File: src/design/rfs_pkg.sv
package rfs_pkg;

  localparam int VAL_W     = 31;
  localparam int BYTE_W    = 8;
  localparam int LEN_W     = 9;
  localparam int CFG_IDX_W = 2;
  localparam int NB_W      = 5;

  localparam logic [VAL_W-1:0] MODULUS_RESET = 31'd65521;
  localparam logic [LEN_W-1:0] LENGTH_RESET  = 9'd16;
  localparam logic [VAL_W-1:0] RADIX         = 31'd256;

  // multiplier bit counts for the serial unit
  localparam logic [NB_W-1:0] NB_FULL   = 5'd31;
  localparam logic [NB_W-1:0] NB_BYTE   = 5'd8;
  localparam logic [NB_W-1:0] NB_RADIX  = 5'd9;

  typedef enum logic [CFG_IDX_W-1:0] {
    REG_MODULUS       = 2'd0,
    REG_WINDOW_LENGTH = 2'd1,
    REG_TARGET        = 2'd2,
    REG_INVERSE       = 2'd3
  } cfg_reg_t;

  typedef struct packed {
    logic [BYTE_W-1:0] data_byte;
    logic              first_of_stream;
  } in_word_t;

  typedef struct packed {
    logic             window_ready;
    logic [VAL_W-1:0] window_value;
    logic             window_match;
    logic             found_any;
  } out_word_t;

  // request to the modular multiplier: result = multiplier * addend mod p,
  // addend already below p, multiplier taken raw
  typedef struct packed {
    logic             start;
    logic [VAL_W-1:0] multiplier;
    logic [NB_W-1:0]  nbits;
    logic [VAL_W-1:0] addend;
  } mm_req_t;

  typedef struct packed {
    logic             done;
    logic [VAL_W-1:0] result;
  } mm_rsp_t;

endpackage

File: src/design/rfs_modmul.sv
// Serial modular multiplier, one multiplier bit per cycle, MSB first.
module rfs_modmul (
  input  logic                            clk,
  input  logic                            rst_n,
  input  rfs_pkg::mm_req_t                req,
  input  logic [rfs_pkg::VAL_W-1:0]       modulus,
  output rfs_pkg::mm_rsp_t                rsp
);

  logic                          busy_r;
  logic                          done_r;
  logic [rfs_pkg::NB_W-1:0]      cnt_r;
  logic [rfs_pkg::VAL_W-1:0]     mult_r;
  logic [rfs_pkg::VAL_W-1:0]     addend_r;
  logic [rfs_pkg::VAL_W-1:0]     acc_r;

  logic [rfs_pkg::VAL_W:0] p_ext;
  logic [rfs_pkg::VAL_W:0] dbl;
  logic [rfs_pkg::VAL_W:0] dbl_red;
  logic [rfs_pkg::VAL_W:0] sum;
  logic [rfs_pkg::VAL_W:0] sum_red;

  always_comb begin
    p_ext   = {1'b0, modulus};
    dbl     = {acc_r, 1'b0};
    dbl_red = (dbl >= p_ext) ? dbl - p_ext : dbl;
    sum     = dbl_red + (mult_r[rfs_pkg::VAL_W-1] ? {1'b0, addend_r} : '0);
    sum_red = (sum >= p_ext) ? sum - p_ext : sum;
  end

  always_ff @(posedge clk) begin
    if (!rst_n) begin
      busy_r <= 1'b0;
      done_r <= 1'b0;
    end else begin
      done_r <= 1'b0;
      if (req.start) begin
        busy_r   <= 1'b1;
        cnt_r    <= req.nbits;
        mult_r   <= req.multiplier << (rfs_pkg::NB_FULL - req.nbits);
        addend_r <= req.addend;
        acc_r    <= '0;
      end else if (busy_r) begin
        acc_r  <= sum_red[rfs_pkg::VAL_W-1:0];
        mult_r <= mult_r << 1;
        cnt_r  <= cnt_r - 5'd1;
        if (cnt_r == 5'd1) begin
          busy_r <= 1'b0;
          done_r <= 1'b1;
        end
      end
    end
  end

  assign rsp.done   = done_r;
  assign rsp.result = acc_r;

endmodule

File: src/design/rfs_window_mem.sv
// Byte store of the sliding window, registered read.
module rfs_window_mem #(
  parameter int DEPTH = 256,
  parameter int AW    = 8
) (
  input  logic                        clk,
  input  logic                        wr_en,
  input  logic [AW-1:0]               wr_addr,
  input  logic [rfs_pkg::BYTE_W-1:0]  wr_data,
  input  logic                        rd_en,
  input  logic [AW-1:0]               rd_addr,
  output logic [rfs_pkg::BYTE_W-1:0]  rd_data
);

  logic [rfs_pkg::BYTE_W-1:0] mem [DEPTH];
  logic [rfs_pkg::BYTE_W-1:0] rd_data_r;

  always_ff @(posedge clk) begin
    if (wr_en) begin
      mem[wr_addr] <= wr_data;
    end
    if (rd_en) begin
      rd_data_r <= mem[rd_addr];
    end
  end

  assign rd_data = rd_data_r;

endmodule

File: src/design/rolling_fingerprint_search.sv
// Channel   Ports                               Direction  Moves
// input     in_valid / in_stall / in_word       in         one stream byte per word
// result    out_valid / out_stall / out_word    out        one fingerprint result per word
// config    cfg_we / cfg_index / cfg_data       in         register write, no read-back
//
// Work: set by the serial modular multiplier (one multiplier bit a cycle), used four
//   times per word while the window fills and five times per word once it rolls.
//   One word is in work at a time; the next is taken once it is finished.
// Reset: rst_n synchronous, active low; config back to defaults, stream restarted.
//   The window store is not cleared.
// Stalls: a finished result sits in the output register; the next word is taken and
//   worked while it waits, and only its write-out holds until the register is free.
module rolling_fingerprint_search #(
  parameter int MAX_WINDOW = 256
) (
  input  logic                              clk,
  input  logic                              rst_n,
  input  logic                              in_valid,
  output logic                              in_stall,
  input  rfs_pkg::in_word_t                 in_word,
  output logic                              out_valid,
  input  logic                              out_stall,
  output rfs_pkg::out_word_t                out_word,
  input  logic                              cfg_we,
  input  logic [rfs_pkg::CFG_IDX_W-1:0]     cfg_index,
  input  logic [rfs_pkg::VAL_W-1:0]         cfg_data
);

  localparam int AW = (MAX_WINDOW > 1) ? $clog2(MAX_WINDOW) : 1;
  localparam logic [31:0] MAXW = 32'(MAX_WINDOW);

  typedef enum logic [3:0] {
    ST_IDLE,
    ST_DECIDE,
    ST_F_WEIGHT,   // w = fill_weight mod p
    ST_F_BYTE,     // byte * w
    ST_F_RUN,      // running value mod p, then add
    ST_F_NEXTW,    // fill_weight = w * 256
    ST_R_RUN,      // running value mod p
    ST_R_OLD,      // oldest byte mod p, then subtract
    ST_R_INV,      // times inverse of 256
    ST_R_TOP,      // top weight mod p
    ST_R_BYTE,     // byte * top weight, then add
    ST_FINISH
  } state_t;

  // config
  logic [rfs_pkg::VAL_W-1:0] modulus_r;
  logic [rfs_pkg::LEN_W-1:0] wlen_r;
  logic [rfs_pkg::VAL_W-1:0] target_r;
  logic [rfs_pkg::VAL_W-1:0] inverse_r;

  // stream state
  logic [AW-1:0]             wi_r;
  logic [rfs_pkg::LEN_W-1:0] fc_r;
  logic [rfs_pkg::VAL_W-1:0] rv_r;
  logic [rfs_pkg::VAL_W-1:0] fw_r;
  logic [rfs_pkg::VAL_W-1:0] tw_r;
  logic                      found_r;

  // word in work
  state_t                     state_r;
  logic                       launched_r;
  logic [rfs_pkg::BYTE_W-1:0] byte_r;
  logic [rfs_pkg::VAL_W-1:0]  w_r;
  logic [rfs_pkg::VAL_W-1:0]  prod_r;
  logic [rfs_pkg::VAL_W-1:0]  tmp_r;
  logic [rfs_pkg::VAL_W-1:0]  v_r;

  logic                       out_valid_r;
  rfs_pkg::out_word_t         out_word_r;

  logic [rfs_pkg::VAL_W-1:0]  p_eff;
  logic [rfs_pkg::VAL_W-1:0]  one_red;
  logic [rfs_pkg::LEN_W-1:0]  k_eff;
  logic [31:0]                old_pos;
  logic [AW-1:0]              wi_next;
  logic                       accept;
  logic                       op_state;
  logic                       can_finish;
  logic                       ready_now;
  logic                       match_now;

  rfs_pkg::mm_req_t           mm_req;
  rfs_pkg::mm_rsp_t           mm_rsp;
  logic [rfs_pkg::BYTE_W-1:0] old_byte;

  function automatic logic [rfs_pkg::VAL_W-1:0] add_mod(
    input logic [rfs_pkg::VAL_W-1:0] a,
    input logic [rfs_pkg::VAL_W-1:0] b,
    input logic [rfs_pkg::VAL_W-1:0] p
  );
    logic [rfs_pkg::VAL_W:0] s;
    s = {1'b0, a} + {1'b0, b};
    if (s >= {1'b0, p}) begin
      s = s - {1'b0, p};
    end
    return s[rfs_pkg::VAL_W-1:0];
  endfunction

  function automatic logic [rfs_pkg::VAL_W-1:0] sub_mod(
    input logic [rfs_pkg::VAL_W-1:0] a,
    input logic [rfs_pkg::VAL_W-1:0] b,
    input logic [rfs_pkg::VAL_W-1:0] p
  );
    logic [rfs_pkg::VAL_W:0] s;
    if (a >= b) begin
      s = {1'b0, a} - {1'b0, b};
    end else begin
      s = {1'b0, a} + {1'b0, p} - {1'b0, b};
    end
    return s[rfs_pkg::VAL_W-1:0];
  endfunction

  // zero modulus acts as one; zero length as one, long lengths clamp to the store
  always_comb begin
    p_eff   = (modulus_r == '0) ? 31'd1 : modulus_r;
    one_red = (p_eff == 31'd1) ? 31'd0 : 31'd1;
    if (wlen_r == '0) begin
      k_eff = 9'd1;
    end else if (32'(wlen_r) > MAXW) begin
      k_eff = MAXW[rfs_pkg::LEN_W-1:0];
    end else begin
      k_eff = wlen_r;
    end
  end

  // oldest byte sits k places behind the write pointer
  always_comb begin
    if (32'(wi_r) >= 32'(k_eff)) begin
      old_pos = 32'(wi_r) - 32'(k_eff);
    end else begin
      old_pos = 32'(wi_r) + MAXW - 32'(k_eff);
    end
    wi_next = (32'(wi_r) == MAXW - 32'd1) ? '0 : wi_r + AW'(1);
  end

  assign in_stall   = (state_r != ST_IDLE);
  assign accept     = in_valid && !in_stall;
  assign can_finish = !out_valid_r || !out_stall;
  assign ready_now  = (fc_r >= k_eff);
  assign match_now  = ready_now && (rv_r == target_r);

  // operand selection for the multiplier, at most one operation per state
  always_comb begin
    op_state          = 1'b1;
    mm_req.multiplier = '0;
    mm_req.nbits      = rfs_pkg::NB_FULL;
    mm_req.addend     = one_red;
    unique case (state_r)
      ST_F_WEIGHT: begin
        mm_req.multiplier = fw_r;
      end
      ST_F_BYTE: begin
        mm_req.multiplier = {23'd0, byte_r};
        mm_req.nbits      = rfs_pkg::NB_BYTE;
        mm_req.addend     = w_r;
      end
      ST_F_RUN, ST_R_RUN: begin
        mm_req.multiplier = rv_r;
      end
      ST_F_NEXTW: begin
        mm_req.multiplier = rfs_pkg::RADIX;
        mm_req.nbits      = rfs_pkg::NB_RADIX;
        mm_req.addend     = w_r;
      end
      ST_R_OLD: begin
        mm_req.multiplier = {23'd0, old_byte};
        mm_req.nbits      = rfs_pkg::NB_BYTE;
      end
      ST_R_INV: begin
        mm_req.multiplier = inverse_r;
        mm_req.addend     = v_r;
      end
      ST_R_TOP: begin
        mm_req.multiplier = tw_r;
      end
      ST_R_BYTE: begin
        mm_req.multiplier = {23'd0, byte_r};
        mm_req.nbits      = rfs_pkg::NB_BYTE;
        mm_req.addend     = w_r;
      end
      ST_IDLE, ST_DECIDE, ST_FINISH: begin
        op_state = 1'b0;
      end
      default: begin
        op_state = 1'b0;
      end
    endcase
    mm_req.start = op_state && !launched_r;
  end

  rfs_modmul u_modmul (
    .clk     (clk),
    .rst_n   (rst_n),
    .req     (mm_req),
    .modulus (p_eff),
    .rsp     (mm_rsp)
  );

  // read of the oldest byte issued while deciding; held until the next read
  rfs_window_mem #(
    .DEPTH (MAX_WINDOW),
    .AW    (AW)
  ) u_store (
    .clk     (clk),
    .wr_en   ((state_r == ST_FINISH) && can_finish),
    .wr_addr (wi_r),
    .wr_data (byte_r),
    .rd_en   (state_r == ST_DECIDE),
    .rd_addr (old_pos[AW-1:0]),
    .rd_data (old_byte)
  );

  always_ff @(posedge clk) begin
    if (!rst_n) begin
      modulus_r   <= rfs_pkg::MODULUS_RESET;
      wlen_r      <= rfs_pkg::LENGTH_RESET;
      target_r    <= '0;
      inverse_r   <= '0;
      wi_r        <= '0;
      fc_r        <= '0;
      rv_r        <= '0;
      fw_r        <= 31'd1;
      tw_r        <= '0;
      found_r     <= 1'b0;
      state_r     <= ST_IDLE;
      launched_r  <= 1'b0;
      out_valid_r <= 1'b0;
    end else begin
      if (cfg_we) begin
        unique case (rfs_pkg::cfg_reg_t'(cfg_index))
          rfs_pkg::REG_MODULUS:       modulus_r <= cfg_data;
          rfs_pkg::REG_WINDOW_LENGTH: wlen_r    <= cfg_data[rfs_pkg::LEN_W-1:0];
          rfs_pkg::REG_TARGET:        target_r  <= cfg_data;
          rfs_pkg::REG_INVERSE:       inverse_r <= cfg_data;
          default: ;
        endcase
      end

      // a new word may replace the one leaving in the same cycle
      if ((state_r == ST_FINISH) && can_finish) begin
        out_valid_r <= 1'b1;
      end else if (out_valid_r && !out_stall) begin
        out_valid_r <= 1'b0;
      end

      if (mm_req.start) begin
        launched_r <= 1'b1;
      end else if (mm_rsp.done) begin
        launched_r <= 1'b0;
      end

      unique case (state_r)
        ST_IDLE: begin
          if (accept) begin
            byte_r  <= in_word.data_byte;
            state_r <= ST_DECIDE;
            if (in_word.first_of_stream) begin
              wi_r    <= '0;
              fc_r    <= '0;
              rv_r    <= '0;
              fw_r    <= 31'd1;
              tw_r    <= '0;
              found_r <= 1'b0;
            end
          end
        end
        ST_DECIDE: begin
          state_r <= ready_now ? ST_R_RUN : ST_F_WEIGHT;
        end
        ST_F_WEIGHT: begin
          if (mm_rsp.done) begin
            w_r     <= mm_rsp.result;
            state_r <= ST_F_BYTE;
          end
        end
        ST_F_BYTE: begin
          if (mm_rsp.done) begin
            prod_r  <= mm_rsp.result;
            state_r <= ST_F_RUN;
          end
        end
        ST_F_RUN: begin
          if (mm_rsp.done) begin
            rv_r    <= add_mod(mm_rsp.result, prod_r, p_eff);
            state_r <= ST_F_NEXTW;
          end
        end
        ST_F_NEXTW: begin
          if (mm_rsp.done) begin
            fw_r <= mm_rsp.result;
            fc_r <= fc_r + 9'd1;
            // k-th byte: its weight becomes the weight of every new byte
            if (fc_r + 9'd1 == k_eff) begin
              tw_r <= w_r;
            end
            state_r <= ST_FINISH;
          end
        end
        ST_R_RUN: begin
          if (mm_rsp.done) begin
            tmp_r   <= mm_rsp.result;
            state_r <= ST_R_OLD;
          end
        end
        ST_R_OLD: begin
          if (mm_rsp.done) begin
            v_r     <= sub_mod(tmp_r, mm_rsp.result, p_eff);
            state_r <= ST_R_INV;
          end
        end
        ST_R_INV: begin
          if (mm_rsp.done) begin
            v_r     <= mm_rsp.result;
            state_r <= ST_R_TOP;
          end
        end
        ST_R_TOP: begin
          if (mm_rsp.done) begin
            w_r     <= mm_rsp.result;
            state_r <= ST_R_BYTE;
          end
        end
        ST_R_BYTE: begin
          if (mm_rsp.done) begin
            rv_r    <= add_mod(v_r, mm_rsp.result, p_eff);
            fc_r    <= k_eff;
            state_r <= ST_FINISH;
          end
        end
        ST_FINISH: begin
          if (can_finish) begin
            wi_r                    <= wi_next;
            out_word_r.window_ready <= ready_now;
            out_word_r.window_value <= ready_now ? rv_r : '0;
            out_word_r.window_match <= match_now;
            out_word_r.found_any    <= found_r || match_now;
            found_r                 <= found_r || match_now;
            state_r                 <= ST_IDLE;
          end
        end
        default: begin
          state_r <= ST_IDLE;
        end
      endcase
    end
  end

  assign out_valid = out_valid_r;
  assign out_word  = out_word_r;

endmodule

File: config.mk
export PLATFORM = sky130hd
export DESIGN_NAME = rolling_fingerprint_search
export DESIGN_NICKNAME = d
export VERILOG_FILES = /design/src/design/rfs_pkg.sv /design/src/design/rfs_modmul.sv /design/src/design/rfs_window_mem.sv /design/src/design/rolling_fingerprint_search.sv
export SDC_FILE = /design/constraint.sdc
export NUM_CORES = 2
export LEC_CHECK = 0
export BUFFER_PORTS_ARGS = -buffer_cell sky130_fd_sc_hd__buf_4
export CELL_PAD_IN_SITES_DETAIL_PLACEMENT = 1
export CELL_PAD_IN_SITES_GLOBAL_PLACEMENT = 1
export CORE_MARGIN = 3
export CORE_UTILIZATION = 25
export DETAILED_ROUTE_END_ITERATION = 10
export GPL_TIMING_DRIVEN = 0
export HOLD_SLACK_MARGIN = 0.02
export PLACE_DENSITY = 0.5
export REMOVE_ABC_BUFFERS = 1
export SYNTH_ARGS = -nofsm -noshare
export SYNTH_HDL_FRONTEND = slang
export SYNTH_SLANG_ARGS = --single-unit
File: constraint.sdc
create_clock -name clk -period 6.8 [get_ports clk]
set_input_delay 1.02 -clock clk [delete_from_list [all_inputs] [get_ports clk]]
set_output_delay 1.02 -clock clk [all_outputs]
set_load 0.01 [all_outputs]
==> results.toml <==
[die]
dieArea_sq_um = 470000
fp.dieW_microns = 685
die_h_microns = 685
initial_core_util_pct = 25.2
core_sq_um = 458000
ios = 83
rows = 248

[clocking]
insertion_delay_ns = 0.93
cts_sinks = 2541
tritoncts = "done"
holdBufCountCts = 0
clk_pin_slew_worst_paths_ns = 0.06
clockRootBuffer = "clkbuf_16"
cts_buffer_depth = 4
numCtsBuffers = 292
cts_max_level = 5

[finish]
nNetsFinal = 8116
final-seq-area_sq_um = 74100
fill_cells = 47800
drive_above_1_share_pct = 21.7
multi_input_area_sq_um = 40500
area_growth_pct = 20.3

[grt]
grt_pass1_wl_mm = 534
track_usage_pct = 15.5
grt_overflow_total = 0
grt_max_degree = 150
grt.met1_usage_pct = 20.3
antenna_found_initial = 40
met3_usage_pct = 1.69
busiest_layer = "met2"
met2_usage_pct = 27.3
grt_pass1_vias = 71600

[logic_synthesis]
synth_top_family_by_area = "multiplexers"
ys_types = 97
synthAdderAreaFrac_pct = 3.95
synth.top_cell.area_share_pct = 60.4
yosys.area.top_type = "edfxtp_1"
synthMuxAreaShare_pct = 13.6
synth-simple-area-share_pct = 6.36
yosysMostFrequentCell = "edfxtp_1"
synthesis.area_sq_um = 115000
async_reset_ff_share_pct = 0
syn_avg_cell_area_sq_um = 15.5
ys_ff_latch = 2541
synth_area_leaders = "edfxtp_1, mux4_2, dfxtp_1, ha_1, nand2_1"
synth_compound_area_share_pct = 7.68
synth-xor-area-share_pct = 2.17
synth-edff-count = 2320
ys.flop_type = "edfxtp_1"
synth_common_cells = "edfxtp_1, mux4_2, nand2_1, nor2_1, a21oi_1"
yosys_warnings = 0
synthCells = 7423
seq_area_frac_synth_pct = 64.2

[drt]
vias_per_cell = 4.80
dr.first_iter.drc_count = 5166
wl_mm = 374
vias = 67700
post_drt_wl_per_cell_microns = 26.5
ant_nets = 0
dr.pass1.iters = 7
drc = 0

[sta]
fin_crit_ns = 8.14
maxSlewViolCount = 0
layout_setup_ws_ns = -1.34
fmax_mhz = 123
rsz0062_at_grt = "true"
tns_ns = -38.44
relSlewSlack_pct = 16.4
hold_viol = 0
tightest_slew_ns = 1.25
fin_crit_sh_pct = 120
setup_violations = 31
worst_clock_skew_ns = 0.0869

[setup_path]
startpoint_type = "flip-flop"
critical_path_class = "flip-flop to flip-flop"
cp_max_fo = 8
worst-endpoint-required_ns = 7.44
arrival_ns = 8.77
crit_path_top_delay_cell = "and4_4"
max_stage_delay_ns = 0.40
endpoint_kind = "flip-flop"

[status]
violations = "setup timing"
status = "finished with violations"

[hold_path]
min_path_type = "primary input to flip-flop"

[power_and_ir_drop]
powerDensity_nw_per_um2 = 463
power_uw = 64300
leakagePower_uw = 0.0456
ir_drop_v = 0.000700

[placement]
portBuffers = 82
dpl_worst_slack_ns = -4.92
dp_hpwl_mm = 262
gp_congestion = 0.839

[job]
cap_violations = 0
[cell type report]
class                           instances  area share, %
Multi-Input combinational cell       4289           29.2
Timing Repair Buffer                  381           4.38
Tap cell                             6125           5.52
Inverter                              223          0.608
Antenna cell                            9         0.0162
Clock buffer                          363           5.58
Sequential cell                      2541           53.4
Clock inverter                        171           1.34
[state kept, by name, indices dropped and copies added (netlist names), 9 cells and up]
name and cells:
target_r 31, fc_r 9, w_r 31, v_r 31, u_store.mem 2048, inverse_r 31
fw_r 31, u_modmul.mult_r 31, tw_r 31, tmp_r 31, u_modmul.acc_r 31, modulus_r 31
rv_r 31, u_modmul.addend_r 31, wlen_r 9, out_word 34, prod_r 31
[worst max-delay path, delay by kind of cell (launching register included)]
| family | cells | cell delay, ns |
|---|---|---|
| AOI/OAI and AO/OA | 22 | 4.53 |
| xor gates and xnor gates | 1 | 0.14 |
| DFF | 1 | 0.35 |
| buffers and inverters | 6 | 0.84 |
| and+or+nand+nor | 7 | 1.15 |
| adders and majority gates | 3 | 0.81 |
[report_power, final]
group          switching, uW  internal [uW]
Clock                   6650           9340
Sequential               768          18400
Combinational          17000          12200
Total                  24400          39900
[final timing paths]
path	startpoint	to	slack, ns	cells past startpoint
worst max-delay path	modulus_r[24]	u_modmul.acc_r[30]	-1.34	39
worst min-delay path	in_word[3]	byte_r[2]	0.31	1
worst min register to register	inverse_r[23]	inverse_r[23]	0.47	2
worst max register to register	modulus_r[24]	u_modmul.acc_r[30]	-1.34	39
[cell families (layout without fill, tap and decap cells)]
| logic type | count (synthesis) | after routing |
|---|---|---|
| buffers and inverters | 594 | 1138 |
| xor gates and xnor gates | 283 | 283 |
| and+or+nand+nor | 1607 | 1608 |
| adders and majority gates | 341 | 341 |
| DFF | 2541 | 2541 |
| other | 0 | 9 |
| AOI/OAI and AO/OA | 1326 | 1326 |
| muxes | 731 | 731 |
[cell usage in the layout, fill, tap and decap left out, types with 40 or more instances in the layout]
master / instances
a22o_1: 48
nand2_1: 505
clkinv_1: 53
a211oi_1: 44
inv_1: 215
o21ai_0: 223
and2_1: 107
clkbuf_1: 57
nor2b_1: 59
xor2_1: 82
nor3_1: 57
a21oi_1: 304
nor2_1: 490
nand3_1: 122
buf_16: 118
clkinv_2: 55
mux4_2: 672
dfxtp_1: 215
a31oi_1: 55
mux2i_1: 52
a21o_1: 141
ha_1: 286
a21boi_0: 122
buf_12: 40
nand4_1: 53
clkbuf_16: 296
buf_4: 163
edfxtp_1: 2320
xnor2_1: 190
[metal layers]
layer | part of all wire (%) | wire [microns] | up-vias
met5 | 0 | 0 | -
met4 | 2.9 | 10700 | 0
met3 | 3.9 | 14400 | 512
met2 | 50 | 189000 | 1481
met1 | 43 | 160000 | 35800
li1 | - | - | 29900
[metrics by stage]
| stage | std cells | hold WS (ns) | cell area (sq um) | utilization (%) |
|---|---|---|---|---|
| 2_1_floorplan | 7052 | 0.435 | 114000 | - |
| 3_3_place_gp | 13300 | 0.453 | 122000 | 26.7 |
| 3_5_place_dp | 13500 | 0.462 | 127000 | 27.8 |
| 4_1_cts | 14100 | 0.228 | 138000 | 30.2 |
| 5_1_grt | 14100 | 0.267 | 139000 | 30.3 |
| 6_report | 14100 | 0.312 | 139000 | 30.3 |
[timing repair]
| action | 4_1_cts | 5_1_grt |
|---|---|---|
| cloned | 5 | 0 |
| buffers inserted | 61 | 28 |
| setup endpoints to repair | 62 | 60 |
| gates resized for setup | 159 | 74 |
| pin swaps | 66 | 54 |
Power figures use the tool's default switching activity.
